$ cat config.mk
export PLATFORM = sky130hd
export DESIGN_NAME = link_failover_backoff_timer_flat
export DESIGN_NICKNAME = d
export VERILOG_FILES = /design/src/rtl/lfb_pkg.sv /design/src/rtl/lfb_if.sv /design/src/rtl/link_failover_backoff_timer.sv /design/src/rtl/lfb_core.sv /design/src/flat_wrapper.sv
export SDC_FILE = /design/constraint.sdc
export NUM_CORES = 1
export LEC_CHECK = 0
export BUFFER_PORTS_ARGS = -buffer_cell sky130_fd_sc_hd__buf_2
export CORE_UTILIZATION = 50
export CTS_BUF_LIST = sky130_fd_sc_hd__clkbuf_4 sky130_fd_sc_hd__clkbuf_8 sky130_fd_sc_hd__clkbuf_16
export CTS_CLUSTER_DIAMETER = 200
export CTS_CLUSTER_SIZE = 16
export DETAILED_ROUTE_END_ITERATION = 8
export PLACE_DENSITY = 0.8
export RECOVER_POWER = 25
export SYNTH_ARGS = -nofsm -noshare
export SYNTH_HDL_FRONTEND = slang
export SYNTH_HIERARCHICAL = 1
export SYNTH_SLANG_ARGS = --single-unit
$ cat constraint.sdc
create_clock -name clk -period 9.7 [get_ports clk]
set_clock_uncertainty 0.2 [all_clocks]
set_input_delay 1.94 -clock clk [delete_from_list [all_inputs] [get_ports clk]]
set_output_delay 1.94 -clock clk [all_outputs]
set_load 0.005 [all_outputs]
$ cat src/rtl/lfb_pkg.sv
// Shared types and constants for the link failover backoff timer.
package lfb_pkg;

  localparam int unsigned MAX_NETS_DEFAULT = 8;

  localparam int unsigned TIME_W   = 32;
  localparam int unsigned NET_W    = 4;
  localparam int unsigned DWELL_W  = 20;
  localparam int unsigned CFG_DW   = 20;

  localparam logic [NET_W-1:0]        NET_COUNT_RESET = 4'd1;
  localparam logic signed [NET_W-1:0] INIT_NET_RESET  = -4'sd1;
  localparam logic [DWELL_W-1:0]      DWELL_MIN_RESET = 20'd120000;
  localparam logic [DWELL_W-1:0]      DWELL_MAX_RESET = 20'd600000;

  typedef enum logic [1:0] {
    CFG_NET_COUNT = 2'd0,
    CFG_INIT_NET  = 2'd1,
    CFG_DWELL_MIN = 2'd2,
    CFG_DWELL_MAX = 2'd3
  } cfg_reg_t;

  typedef struct packed {
    logic              we;
    cfg_reg_t          index;
    logic [CFG_DW-1:0] data;
  } cfg_wr_t;

  typedef struct packed {
    logic [TIME_W-1:0] now_ms;
    logic              link_up;
  } in_item_t;

  typedef struct packed {
    logic                     rotate;
    logic signed [NET_W-1:0]  network_index;
    logic [TIME_W-1:0]        disconnect_total;
    logic [TIME_W-1:0]        up_ms;
    logic [TIME_W-1:0]        down_ms;
  } out_item_t;

endpackage

$ cat src/rtl/lfb_if.sv
// Valid/ready channel interfaces for poll ticks and timer results.
interface lfb_in_if;
  logic        valid;
  logic        ready;
  logic [31:0] now_ms;
  logic        link_up;

  modport source (output valid, output now_ms, output link_up, input ready);
  modport sink (input valid, input now_ms, input link_up, output ready);
endinterface

interface lfb_out_if;
  logic              valid;
  logic              ready;
  logic              rotate;
  logic signed [3:0] network_index;
  logic [31:0]       disconnect_total;
  logic [31:0]       up_ms;
  logic [31:0]       down_ms;

  modport source (output valid, output rotate, output network_index,
                  output disconnect_total, output up_ms, output down_ms, input ready);
  modport sink (input valid, input rotate, input network_index,
                input disconnect_total, input up_ms, input down_ms, output ready);
endinterface

$ cat src/rtl/link_failover_backoff_timer.sv
// Top level of the link failover backoff timer: tick register, core and result register.
//
// Usage:
//   in_ch carries one poll tick per transfer: now_ms (free-running ms time) and
//   link_up. out_ch carries exactly one result per tick: rotate, network_index,
//   disconnect_total, up_ms and down_ms, in tick order.
//   cfg_we/cfg_index/cfg_wdata write net_count, initial_network, dwell_min_ms and
//   dwell_max_ms; write only while no tick is in flight.
// Stages: two register stages, the tick register and then the result register,
//   which takes the core's result for the held tick.
// Throughput: one tick per cycle while out_ch takes results; the link state update
//   is logic (compares, 32-bit adds, a small index wrap) around the state registers.
// Reset (rst_n low at a clock edge): both stages empty, registers back to their
//   defaults, link state cleared, current network = -1, dwell = 120000 ms.
// Stall: while out_ch is not ready the result is held; the tick register still
//   takes one more tick, then in_ch.ready drops until the result register drains.
module link_failover_backoff_timer import lfb_pkg::*; #(
  parameter int unsigned MAX_NETS = MAX_NETS_DEFAULT
) (
  input  logic               clk,
  input  logic               rst_n,
  lfb_in_if.sink             in_ch,
  lfb_out_if.source          out_ch,
  input  logic               cfg_we,
  input  logic [1:0]         cfg_index,
  input  logic [CFG_DW-1:0]  cfg_wdata
);

  logic      s1_v_r, s1_v_nxt;
  in_item_t  s1_item_r;
  logic      out_v_r, out_v_nxt;
  out_item_t out_item_r;
  out_item_t core_res;
  cfg_wr_t   cfg_wr;
  logic      in_xfer;
  logic      adv;

  // Advance the held tick whenever the result register is empty or draining.
  assign adv       = s1_v_r && (!out_v_r || out_ch.ready);
  assign in_ch.ready = !s1_v_r || adv;
  assign in_xfer   = in_ch.valid && in_ch.ready;

  assign cfg_wr.we    = cfg_we;
  assign cfg_wr.index = cfg_reg_t'(cfg_index);
  assign cfg_wr.data  = cfg_wdata;

  always_comb begin
    s1_v_nxt = s1_v_r;
    if (in_xfer) begin
      s1_v_nxt = 1'b1;
    end else if (adv) begin
      s1_v_nxt = 1'b0;
    end
    out_v_nxt = out_v_r;
    if (adv) begin
      out_v_nxt = 1'b1;
    end else if (out_ch.ready) begin
      out_v_nxt = 1'b0;
    end
  end

  always_ff @(posedge clk) begin
    if (!rst_n) begin
      s1_v_r  <= 1'b0;
      out_v_r <= 1'b0;
    end else begin
      s1_v_r  <= s1_v_nxt;
      out_v_r <= out_v_nxt;
    end
  end

  // Capture the tick and the finished result; payload needs no reset.
  always_ff @(posedge clk) begin
    if (in_xfer) begin
      s1_item_r.now_ms  <= in_ch.now_ms;
      s1_item_r.link_up <= in_ch.link_up;
    end
    if (adv) begin
      out_item_r <= core_res;
    end
  end

  lfb_core #(
    .MAX_NETS (MAX_NETS)
  ) u_core (
    .clk    (clk),
    .rst_n  (rst_n),
    .cfg_wr (cfg_wr),
    .step   (adv),
    .item   (s1_item_r),
    .result (core_res)
  );

  assign out_ch.valid            = out_v_r;
  assign out_ch.rotate           = out_item_r.rotate;
  assign out_ch.network_index    = out_item_r.network_index;
  assign out_ch.disconnect_total = out_item_r.disconnect_total;
  assign out_ch.up_ms            = out_item_r.up_ms;
  assign out_ch.down_ms          = out_item_r.down_ms;

`ifndef ASSERT_OFF
  // A rotation always lands on a real network index.
  a_rotate_index: assert property (@(posedge clk) disable iff (!rst_n)
    (out_ch.valid && out_ch.rotate) |-> !out_ch.network_index[3])
    else $error("rotate with negative network index");

  // A rotation only happens on a down tick, so no uptime is reported with it.
  a_rotate_down: assert property (@(posedge clk) disable iff (!rst_n)
    (out_ch.valid && out_ch.rotate) |-> (out_ch.up_ms == '0))
    else $error("rotate reported while link up");

  // A held tick is never dropped while the result register is blocked.
  a_tick_held: assert property (@(posedge clk) disable iff (!rst_n)
    (s1_v_r && !adv) |=> s1_v_r)
    else $error("held tick lost");
`endif

endmodule

$ cat src/rtl/lfb_core.sv
// Configuration registers, link state and per-tick update logic.
module lfb_core import lfb_pkg::*; #(
  parameter int unsigned MAX_NETS = MAX_NETS_DEFAULT
) (
  input  logic      clk,
  input  logic      rst_n,
  input  cfg_wr_t   cfg_wr,
  input  logic      step,
  input  in_item_t  item,
  output out_item_t result
);

  localparam logic [NET_W:0] MaxNetsW = (NET_W+1)'(MAX_NETS);

  logic [NET_W-1:0]        net_count_r;
  logic [DWELL_W-1:0]      dwell_min_r;
  logic [DWELL_W-1:0]      dwell_max_r;

  logic [TIME_W-1:0]       up_time_r, up_time_nxt;
  logic [TIME_W-1:0]       down_time_r, down_time_nxt;
  logic [TIME_W-1:0]       drop_cnt_r, drop_cnt_nxt;
  logic signed [NET_W-1:0] cur_net_r, cur_net_nxt;
  logic [DWELL_W-1:0]      dwell_r, dwell_nxt;
  logic [TIME_W-1:0]       deadline_r, deadline_nxt;

  logic [TIME_W-1:0]  now_nz;
  logic [TIME_W-1:0]  now_minus_dl;
  logic [NET_W:0]     cnt_sat;
  logic [NET_W-1:0]   net_cnt;
  logic               arm;
  logic               passed;
  logic               rot;
  logic [DWELL_W:0]   dwell_dbl;
  logic [DWELL_W-1:0] dwell_new;
  logic [NET_W-1:0]   net_step;

  // Reduce a small value modulo the count by repeated subtraction.
  function automatic logic [NET_W-1:0] wrap_net(input logic [NET_W-1:0] v,
                                                 input logic [NET_W-1:0] c);
    logic [NET_W-1:0] acc;
    acc = v;
    for (int i = 0; i < 4; i++) begin
      if (acc >= c) begin
        acc = acc - c;
      end
    end
    return acc;
  endfunction

  always_comb begin
    now_nz       = (item.now_ms == '0) ? TIME_W'(1) : item.now_ms;
    cnt_sat      = ({1'b0, net_count_r} > MaxNetsW) ? MaxNetsW : {1'b0, net_count_r};
    net_cnt      = cnt_sat[NET_W-1:0];
    arm          = (down_time_r == '0);
    now_minus_dl = item.now_ms - deadline_r;
    // A freshly armed deadline has already passed only for a zero dwell.
    passed       = arm ? (dwell_r == '0) : !now_minus_dl[TIME_W-1];
    rot          = !item.link_up && (net_cnt > NET_W'(1)) && passed;

    dwell_dbl = (dwell_r < dwell_max_r) ? {dwell_r, 1'b0} : {1'b0, dwell_r};
    dwell_new = (dwell_dbl > {1'b0, dwell_max_r}) ? dwell_max_r : dwell_dbl[DWELL_W-1:0];

    net_step = cur_net_r[NET_W-1] ? '0
             : wrap_net({1'b0, cur_net_r[NET_W-2:0]} + NET_W'(1), net_cnt);

    up_time_nxt   = up_time_r;
    down_time_nxt = down_time_r;
    drop_cnt_nxt  = drop_cnt_r;
    cur_net_nxt   = cur_net_r;
    dwell_nxt     = dwell_r;
    deadline_nxt  = deadline_r;

    if (item.link_up) begin
      if (up_time_r == '0) begin
        up_time_nxt = now_nz;
      end
      down_time_nxt = '0;
      dwell_nxt     = dwell_min_r;
    end else begin
      up_time_nxt = '0;
      if (up_time_r != '0) begin
        drop_cnt_nxt = drop_cnt_r + TIME_W'(1);
      end
      if (arm) begin
        down_time_nxt = now_nz;
        deadline_nxt  = item.now_ms + TIME_W'(dwell_r);
      end
      if (rot) begin
        cur_net_nxt  = $signed(net_step);
        dwell_nxt    = dwell_new;
        deadline_nxt = item.now_ms + TIME_W'(dwell_new);
      end
    end

    result.rotate           = rot;
    result.network_index    = cur_net_nxt;
    result.disconnect_total = drop_cnt_nxt;
    result.up_ms            = (up_time_nxt != '0) ? item.now_ms - up_time_nxt : '0;
    result.down_ms          = (down_time_nxt != '0) ? item.now_ms - down_time_nxt : '0;
  end

  always_ff @(posedge clk) begin
    if (!rst_n) begin
      net_count_r <= NET_COUNT_RESET;
      dwell_min_r <= DWELL_MIN_RESET;
      dwell_max_r <= DWELL_MAX_RESET;
      up_time_r   <= '0;
      down_time_r <= '0;
      drop_cnt_r  <= '0;
      cur_net_r   <= INIT_NET_RESET;
      dwell_r     <= DWELL_MIN_RESET;
      deadline_r  <= '0;
    end else begin
      if (step) begin
        up_time_r   <= up_time_nxt;
        down_time_r <= down_time_nxt;
        drop_cnt_r  <= drop_cnt_nxt;
        cur_net_r   <= cur_net_nxt;
        dwell_r     <= dwell_nxt;
        deadline_r  <= deadline_nxt;
      end
      if (cfg_wr.we) begin
        case (cfg_wr.index)
          CFG_NET_COUNT: net_count_r <= cfg_wr.data[NET_W-1:0];
          // The start network only matters as the load value of the current one.
          CFG_INIT_NET:  cur_net_r   <= $signed(cfg_wr.data[NET_W-1:0]);
          CFG_DWELL_MIN: begin
            dwell_min_r <= cfg_wr.data[DWELL_W-1:0];
            dwell_r     <= cfg_wr.data[DWELL_W-1:0];
          end
          CFG_DWELL_MAX: dwell_max_r <= cfg_wr.data[DWELL_W-1:0];
          default: ;
        endcase
      end
    end
  end

endmodule

$ cat src/flat_wrapper.sv
// flat-port wrapper written by rule: the top's interface ports become plain ports
module link_failover_backoff_timer_flat import lfb_pkg::*;
#(
  parameter int unsigned MAX_NETS = MAX_NETS_DEFAULT
)
  (clk, rst_n, cfg_we, cfg_index, cfg_wdata, in_ch_valid, in_ch_now_ms, in_ch_link_up, in_ch_ready, out_ch_valid, out_ch_rotate, out_ch_network_index, out_ch_disconnect_total, out_ch_up_ms, out_ch_down_ms, out_ch_ready);
  lfb_in_if in_ch_i ();
  lfb_out_if out_ch_i ();
  input  logic clk;
  input  logic rst_n;
  input  logic cfg_we;
  input  logic [1:0] cfg_index;
  input  logic [CFG_DW-1:0] cfg_wdata;
  input wire logic [$bits(in_ch_i.valid)-1:0] in_ch_valid;
  input wire logic [$bits(in_ch_i.now_ms)-1:0] in_ch_now_ms;
  input wire logic [$bits(in_ch_i.link_up)-1:0] in_ch_link_up;
  output wire logic [$bits(in_ch_i.ready)-1:0] in_ch_ready;
  output wire logic [$bits(out_ch_i.valid)-1:0] out_ch_valid;
  output wire logic [$bits(out_ch_i.rotate)-1:0] out_ch_rotate;
  output wire logic [$bits(out_ch_i.network_index)-1:0] out_ch_network_index;
  output wire logic [$bits(out_ch_i.disconnect_total)-1:0] out_ch_disconnect_total;
  output wire logic [$bits(out_ch_i.up_ms)-1:0] out_ch_up_ms;
  output wire logic [$bits(out_ch_i.down_ms)-1:0] out_ch_down_ms;
  input wire logic [$bits(out_ch_i.ready)-1:0] out_ch_ready;
  assign in_ch_i.valid = in_ch_valid;
  assign in_ch_i.now_ms = in_ch_now_ms;
  assign in_ch_i.link_up = in_ch_link_up;
  assign in_ch_ready = in_ch_i.ready;
  assign out_ch_valid = out_ch_i.valid;
  assign out_ch_rotate = out_ch_i.rotate;
  assign out_ch_network_index = out_ch_i.network_index;
  assign out_ch_disconnect_total = out_ch_i.disconnect_total;
  assign out_ch_up_ms = out_ch_i.up_ms;
  assign out_ch_down_ms = out_ch_i.down_ms;
  assign out_ch_i.ready = out_ch_ready;
  link_failover_backoff_timer #(.MAX_NETS(MAX_NETS)) u_core (.clk(clk), .rst_n(rst_n), .in_ch(in_ch_i), .out_ch(out_ch_i), .cfg_we(cfg_we), .cfg_index(cfg_index), .cfg_wdata(cfg_wdata));
endmodule
==> results of run 1 <==
-- synthesized netlist by cell type (all sizes together) (13+ instances only) --
cell       n  area [µm²]
nand2    250       938.4
nor2     237       889.6
dfxtp    198        3964
o21ai    182       918.4
a21oi    176       880.8
ha       166        2077
edfxtp   134        4024
inv      102       382.9
clkbuf    81       305.3
xnor2     79       691.9
a21o      74       555.5
and2      72       450.4
xor2      64       560.5
a31oi     45       281.5
nand3     40       200.2
mux2      37       420.4
nand4     35       219.0
nor4      34       219.0
buf       33       153.9
nor3      33       165.2
and3      30       187.7
mux2i     30       300.3
o21a      27       202.7
nor2b     24       157.6
o31ai     19       147.6
a211oi    18       135.1
or3       17       106.4
nand2b    16       100.1
o211ai    16       120.1
o2111ai   13       113.9
-- through the flow --
stage	worst slack (ns)	power, W	area [µm²]	hold slack, ns	instances
global route	0.3474	0.004870	22930	0.2728	3048
global placement	1.151	0.003492	22240	0.2387	3007
CTS	1.015	0.004590	23000	0.2559	3048
detailed placement	1.062	0.003542	22240	0.2446	3007
finish	1.015	0.004593	22930	0.2571	3048
floorplan	1.100	0.003083	21040	0.2324	2407
-- power breakdown --
part           internal, W  leakage [nW]  switching (W)
Clock             0.000547         0.391       0.000491
Sequential         0.00158          2.87      0.0000800
Combinational     0.000777          5.91        0.00112
-- cell type report --
class / instances / area share, %
inverters: 102 / 1.680
clock buffers: 40 / 3.219
flip-flops and latches: 332 / 34.83
clock inverters: 1 / 0.1309
multi-input cells: 1859 / 53.24
well taps: 532 / 2.902
repair buffers: 182 / 4.004
-- how the worst min path moves through the flow --
stage,from,end,slack (ns),cells past startpoint
floorplan,u_core/u_core/dwell_min_r[0],u_core/u_core/dwell_min_r[0],0.23,2
global placement,u_core/u_core/dwell_min_r[0],u_core/u_core/dwell_min_r[0],0.24,2
detailed placement,u_core/u_core/dwell_min_r[0],u_core/u_core/dwell_min_r[0],0.24,2
CTS,u_core/u_core/dwell_min_r[0],u_core/u_core/dwell_min_r[0],0.26,2
global route,u_core/u_core/dwell_min_r[0],u_core/u_core/dwell_min_r[0],0.27,2
finish,u_core/u_core/dwell_min_r[0],u_core/u_core/dwell_min_r[0],0.26,2
-- metal layers --
metal | track usage [%] | wire length (µm)
met4 | 9.985 | 2045
met2 | 46.00 | 27890
met5 | 0 | 0
met1 | 35.30 | 25490
met3 | 3.169 | 4000
-- worst min-delay path, cell delays in order (launching register included) --
cell and delay (ns):
dfxtp_1 0.31, nand2_1 0.05, a21oi_1 0.05
-- sequential cells by signal (all words and copies together), names as in the netlist --
| register | cells |
|---|---|
| u_core/u_core/dwell_max_r | 20 |
| u_core/out_ch.valid | 1 |
| u_core/out_ch.disconnect_total | 32 |
| u_core/u_core/up_time_r | 32 |
| u_core/s1_v_r | 1 |
| u_core/u_core/down_time_r | 32 |
| u_core/out_ch.up_ms | 32 |
| u_core/u_core/drop_cnt_r | 32 |
| u_core/u_core/dwell_r | 20 |
| u_core/u_core/deadline_r | 32 |
| u_core/u_core/cur_net_r | 4 |
| u_core/u_core/dwell_min_r | 20 |
| u_core/out_ch.network_index | 4 |
| u_core/out_ch.down_ms | 32 |
| u_core/out_ch.rotate | 1 |
| u_core/s1_item_r | 33 |
| u_core/u_core/net_count_r | 4 |
-- cells by family after synthesis --
logic type,count (synthesis)
multiplexers,67
AND/OR/NAND/NOR,828
buffers and inverters,216
flip-flops,332
XOR/XNOR,143
AO/OA/AOI/OAI,647
adder cells (fa/ha/maj),174
==> flow_metrics.py, run 1 <==
metrics = {
    "critical_path": {
        "critPathLaunch": "u_core/u_core/net_count_r[3]",
        "crit_slowest_cell": "dfxtp_1",
        "reg2reg_to": "u_core/out_ch.network_index[1]",
        "rrSetupSlack_ns": 1.01,
        "critPathMaxStageDelay_ns": 0.62,
        "cp.arrival_ns": 8.87,
        "crit_top_cell": "fa_1",
        "end_kind": "flip-flop",
        "cp-endpoint": "u_core/out_ch.network_index[1]",
        "crit_family": "compound AO/OA/AOI/OAI gates",
        "path_buf_inv": 2,
        "r2r-start": "u_core/u_core/net_count_r[3]",
        "worst-path-max-fanout": 13,
        "rr_worst_depth": 29,
        "cp.depth": 29,
        "crit_path_start_kind": "flip-flop",
        "cp.required_ns": 9.89,
        "worstSetupPathType": "reg -> reg",
    },
    "drt": {
        "drt_pass1_iterations": 6,
        "wl_per_cell_um": 19.50,
        "drc": 0,
        "wl_mm": 59.42,
        "vias": 18550,
        "detail_route.vias_per_cell": 6.085,
        "dr.first_iter.drc_count": 1629,
        "ant_nets": 0,
    },
    "logic_synthesis": {
        "ys_seq_area_share_pct": 37.97,
        "asyncSetResetFlopFracSynth_pct": 0,
        "ys_warn_count": 6,
        "yosys.area_share.simple_pct": 18.80,
        "synthDistinctLibCells": 81,
        "synth_top_family_by_area": "compound AO/OA/AOI/OAI gates",
        "syn_area_per_cell_um2": 8.740,
        "synth_fa_ha_area_share_pct": 10.59,
        "synth-compound-area-share_pct": 19.25,
        "syn_area_mm2": 0.02104,
        "synth_xor_area_share_pct": 5.954,
        "synth.area.mux_share_pct": 3.426,
        "synth_nets": 2640,
        "synth-seq-cells": 332,
        "synth-edff-count": 134,
        "synthCells": 2407,
        "ys.flop_type": "dfxtp_1",
    },
    "placement": {
        "gp_congestion": 0.9396,
        "io_buffers": 162,
        "post-dp-hpwl_mm": 42.41,
    },
    "grt": {
        "grt_pass1_wl_mm": 94.27,
        "overflow": 0,
        "gr-usage-all-layers_pct": 27.04,
        "grt_start_max_net_pins": 88,
        "antenna_found_initial": 0,
        "grt_pass1_vias": 17880,
    },
    "floorplanning": {
        "die_h_um": 207.1,
        "core_area_mm2": 0.04120,
        "start_util_pct": 51.06,
        "ios": 163,
        "dieWidth_um": 207.1,
        "die_area_mm2": 0.04290,
        "rows": 74,
    },
    "final_layout": {
        "final-seq-area_mm2": 0.007988,
        "nFillCells": 3659,
        "insertedDiodeCount": 0,
        "post-route-util_pct": 55.66,
        "multiInputGateArea_mm2": 0.01221,
        "finalNetCount": 2734,
        "final_common_cell": "nand2_1",
        "synthToLayoutAreaGrowth_pct": 9.023,
        "drive_gt1_share_pct": 10.61,
        "final_cell_mix": "nand2_1 (250), nor2_1 (235), dfxtp_1 (198)",
    },
    "timing": {
        "finalSetupViolCount": 0,
        "period_share_pct": 89.54,
        "rsz0062_at_grt": "no",
        "tightest_slew_ns": 3.531,
        "hold_viol": 0,
        "fin_tns_setup_ns": 0,
        "relSlewSlack_pct": -135.4,
        "fin_crit_ns": 8.685,
        "fmax_ghz": 0.1151,
        "drv_slew": 270,
    },
    "power_and_ir_drop": {
        "vdd_drop_max_mv": 0.1256,
        "p_per_area_mw_per_mm2": 200.3,
        "p_leak_nw": 9.170,
    },
    "clock_tree": {
        "cts_setup_buffers": 0,
        "cts-hold-fix-buffers": 0,
        "clkSlewWorstSetupHoldPaths_ns": 0.08,
        "clk_latency_ns": 0.55,
        "clock_sinks": 332,
        "max-clock-path-buffers": 3,
        "ctsResizeCount": 0,
        "cts-root-buf": "clkbuf_16",
        "htree_num_levels": 1,
        "cts-buffers-inserted": 24,
        "cts_tree": "yes",
    },
    "outcome": {
        "status": "finished with violations",
        "violations": "capacitance limit, slew limit",
    },
    "flow_run": {
        "maxCapViolations": 6,
    },
    "worst_hold_path": {
        "min_path_type": "reg -> reg",
    },
}
No activity file was read; power rests on OpenSTA's default activity.
==> run 2, diff against run 1 <==
--- a/config.mk
+++ b/config.mk
@@ -7,7 +7,7 @@
 export LEC_CHECK = 0
 export BUFFER_PORTS_ARGS = -buffer_cell sky130_fd_sc_hd__buf_2
 export CORE_UTILIZATION = 50
-export CTS_BUF_LIST = sky130_fd_sc_hd__clkbuf_4 sky130_fd_sc_hd__clkbuf_8 sky130_fd_sc_hd__clkbuf_16
+export CTS_BUF_LIST = sky130_fd_sc_hd__clkbuf_8
 export CTS_CLUSTER_DIAMETER = 200
 export CTS_CLUSTER_SIZE = 16
 export DETAILED_ROUTE_END_ITERATION = 8
==> run 2 against run 1 <==
  * The run still ends with capacitance limit, slew limit left
  * Critical path depth stayed put
  * Register-to-register slack worse by 0.02 ns
  * Final area down 1.4%
  * Setup slack worse by 0.022 ns
  * Clock-buffer cell count fell by 15
  * Power is 6.7% lower
  * Largest power group unchanged
==> flow_metrics.py, run 2 (synthesized netlist as in run 1, its figures left out) <==
metrics = {
    "clock_tree": {
        "max-clock-path-buffers": 3,
        "clock_sinks": 332,
        "clk_latency_ns": 0.63,
        "htree_num_levels": 1,
        "cts-buffers-inserted": 24,
        "cts-root-buf": "clkbuf_8",
        "cts-hold-fix-buffers": 0,
        "clkSlewWorstSetupHoldPaths_ns": 0.12,
        "ctsResizeCount": 0,
        "cts_setup_buffers": 0,
        "cts_tree": "yes",
    },
    "critical_path": {
        "crit_path_start_kind": "flip-flop",
        "r2r-start": "u_core/u_core/net_count_r[3]",
        "cp.arrival_ns": 8.97,
        "worstSetupPathType": "reg -> reg",
        "crit_top_cell": "fa_1",
        "end_kind": "flip-flop",
        "worst-path-max-fanout": 13,
        "critPathMaxStageDelay_ns": 0.63,
        "critPathLaunch": "u_core/u_core/net_count_r[3]",
        "cp.required_ns": 9.96,
        "crit_slowest_cell": "dfxtp_1",
    },
    "final_layout": {
        "synthToLayoutAreaGrowth_pct": 7.494,
        "final_common_cell": "nand2_1",
        "stdcell_count": 3048,
        "drive_gt1_share_pct": 10.61,
        "final-seq-area_mm2": 0.007988,
        "post-route-util_pct": 54.88,
        "largest_reg_flops": 33,
        "insertedDiodeCount": 0,
        "finalNetCount": 2734,
        "nFillCells": 3690,
        "multiInputGateArea_mm2": 0.01221,
        "final_cell_mix": "nand2_1 (250), nor2_1 (235), dfxtp_1 (198)",
        "regMostFlops": "u_core/s1_item_r",
    },
    "timing": {
        "fmax_ghz": 0.1149,
        "drv_slew": 337,
        "tightest_slew_ns": 3.590,
        "finalSetupViolCount": 0,
        "hold_viol": 0,
        "fin_tns_setup_ns": 0,
        "period_share_pct": 89.76,
        "fin_crit_ns": 8.707,
        "hold_ws_ns": 0.2625,
        "rsz0062_at_grt": "no",
        "relSlewSlack_pct": -139.3,
    },
    "flow_run": {
        "maxCapViolations": 7,
    },
    "outcome": {
        "status": "finished with violations",
        "violations": "capacitance limit, slew limit",
    },
    "drt": {
        "drc": 0,
        "dr.first_iter.drc_count": 1603,
        "wl_mm": 59.27,
        "ant_nets": 0,
        "vias": 18470,
        "drt_pass1_iterations": 6,
        "wl_per_cell_um": 19.45,
        "detail_route.vias_per_cell": 6.060,
    },
    "floorplanning": {
        "dieWidth_um": 207.1,
        "core_area_mm2": 0.04120,
        "rows": 74,
        "start_util_pct": 51.06,
        "die_area_mm2": 0.04290,
        "ios": 163,
        "die_h_um": 207.1,
    },
    "grt": {
        "grt_start_max_net_pins": 88,
        "grt_pass1_vias": 17830,
        "overflow": 0,
        "antenna_found_initial": 1,
        "gr-usage-all-layers_pct": 26.89,
        "grt_pass1_wl_mm": 93.76,
    },
    "power_and_ir_drop": {
        "total_power_w": 0.004288,
        "p_per_area_mw_per_mm2": 189.6,
        "vdd_drop_max_mv": 0.08569,
        "p_leak_nw": 9.090,
    },
    "worst_hold_path": {
        "min-delay-start": "u_core/u_core/dwell_min_r[0]",
        "min_path_type": "reg -> reg",
    },
    "placement": {
        "placed_cells": 3007,
        "post-dp-hpwl_mm": 42.41,
        "gp_congestion": 0.9396,
        "io_buffers": 162,
    },
}
## run 2: cell count changes in the layout (fill, tap and decap cells not counted), sizes merged
| cell | previous run | this run |
|---|---|---|
| clkbuf | 62 | 34 |
| inv | 100 | 115 |
| buf | 160 | 173 |
## run 2: power by group
part / switching [W] / leakage [nW] / total (W) / internal [W]
sequential: 0.0000793 / 2.87 / 0.00166 / 0.00158
clock: 0.000469 / 0.274 / 0.000735 / 0.000266
combinational: 0.00112 / 5.95 / 0.00189 / 0.000778
## run 2: area by class of cell
| type | instances | share of cell area [%] |
|---|---|---|
| Multi-Input combinational cell | 1859 | 53.99 |
| Sequential cell | 332 | 35.32 |
| Timing Repair Buffer | 182 | 4.133 |
| Tap cell | 532 | 2.944 |
| Inverter | 102 | 1.704 |
| Clock buffer | 25 | 1.522 |
| Clock inverter | 16 | 0.3818 |
## run 2: path summary, 6_finish.rpt
path	endpoint	slack, ns	cells after the start
setup reg to reg	u_core/out_ch.network_index[1]	0.99	29
hold / removal	u_core/u_core/dwell_min_r[0]	0.26	2
hold reg to reg	u_core/u_core/dwell_min_r[0]	0.26	2
setup / recovery	u_core/out_ch.network_index[1]	0.99	29
## run 2: routing by layer
layer / vias up / GRT usage, % / part of all wire [%]
met3: 139 / 3.199 / 6.9
met5: - / 0 / 0
met4: 0 / 10.22 / 3.5
met2: 710 / 45.29 / 46
met1: 8799 / 35.34 / 43
li1: 8823 / - / -
## run 2: per-stage QoR
stage / setup slack (ns) / cell area (µm²)
after floorplan: 1.100 / 21040
after global placement: 1.151 / 22240
after detailed placement: 1.062 / 22240
after CTS: 1.005 / 22670
after global routing: 0.3363 / 22610
final: 0.9931 / 22610
## run 2: worst max-delay path, delay by kind of cell (launching register included)
kind                       cells  cell delay, ns
buffers and inverters          2            0.46
adders and majority gates      8            2.69
and+or+nand+nor                2            0.37
DFF                            1            0.63
muxes                          3            1.06
AOI/OAI and AO/OA             14            3.14
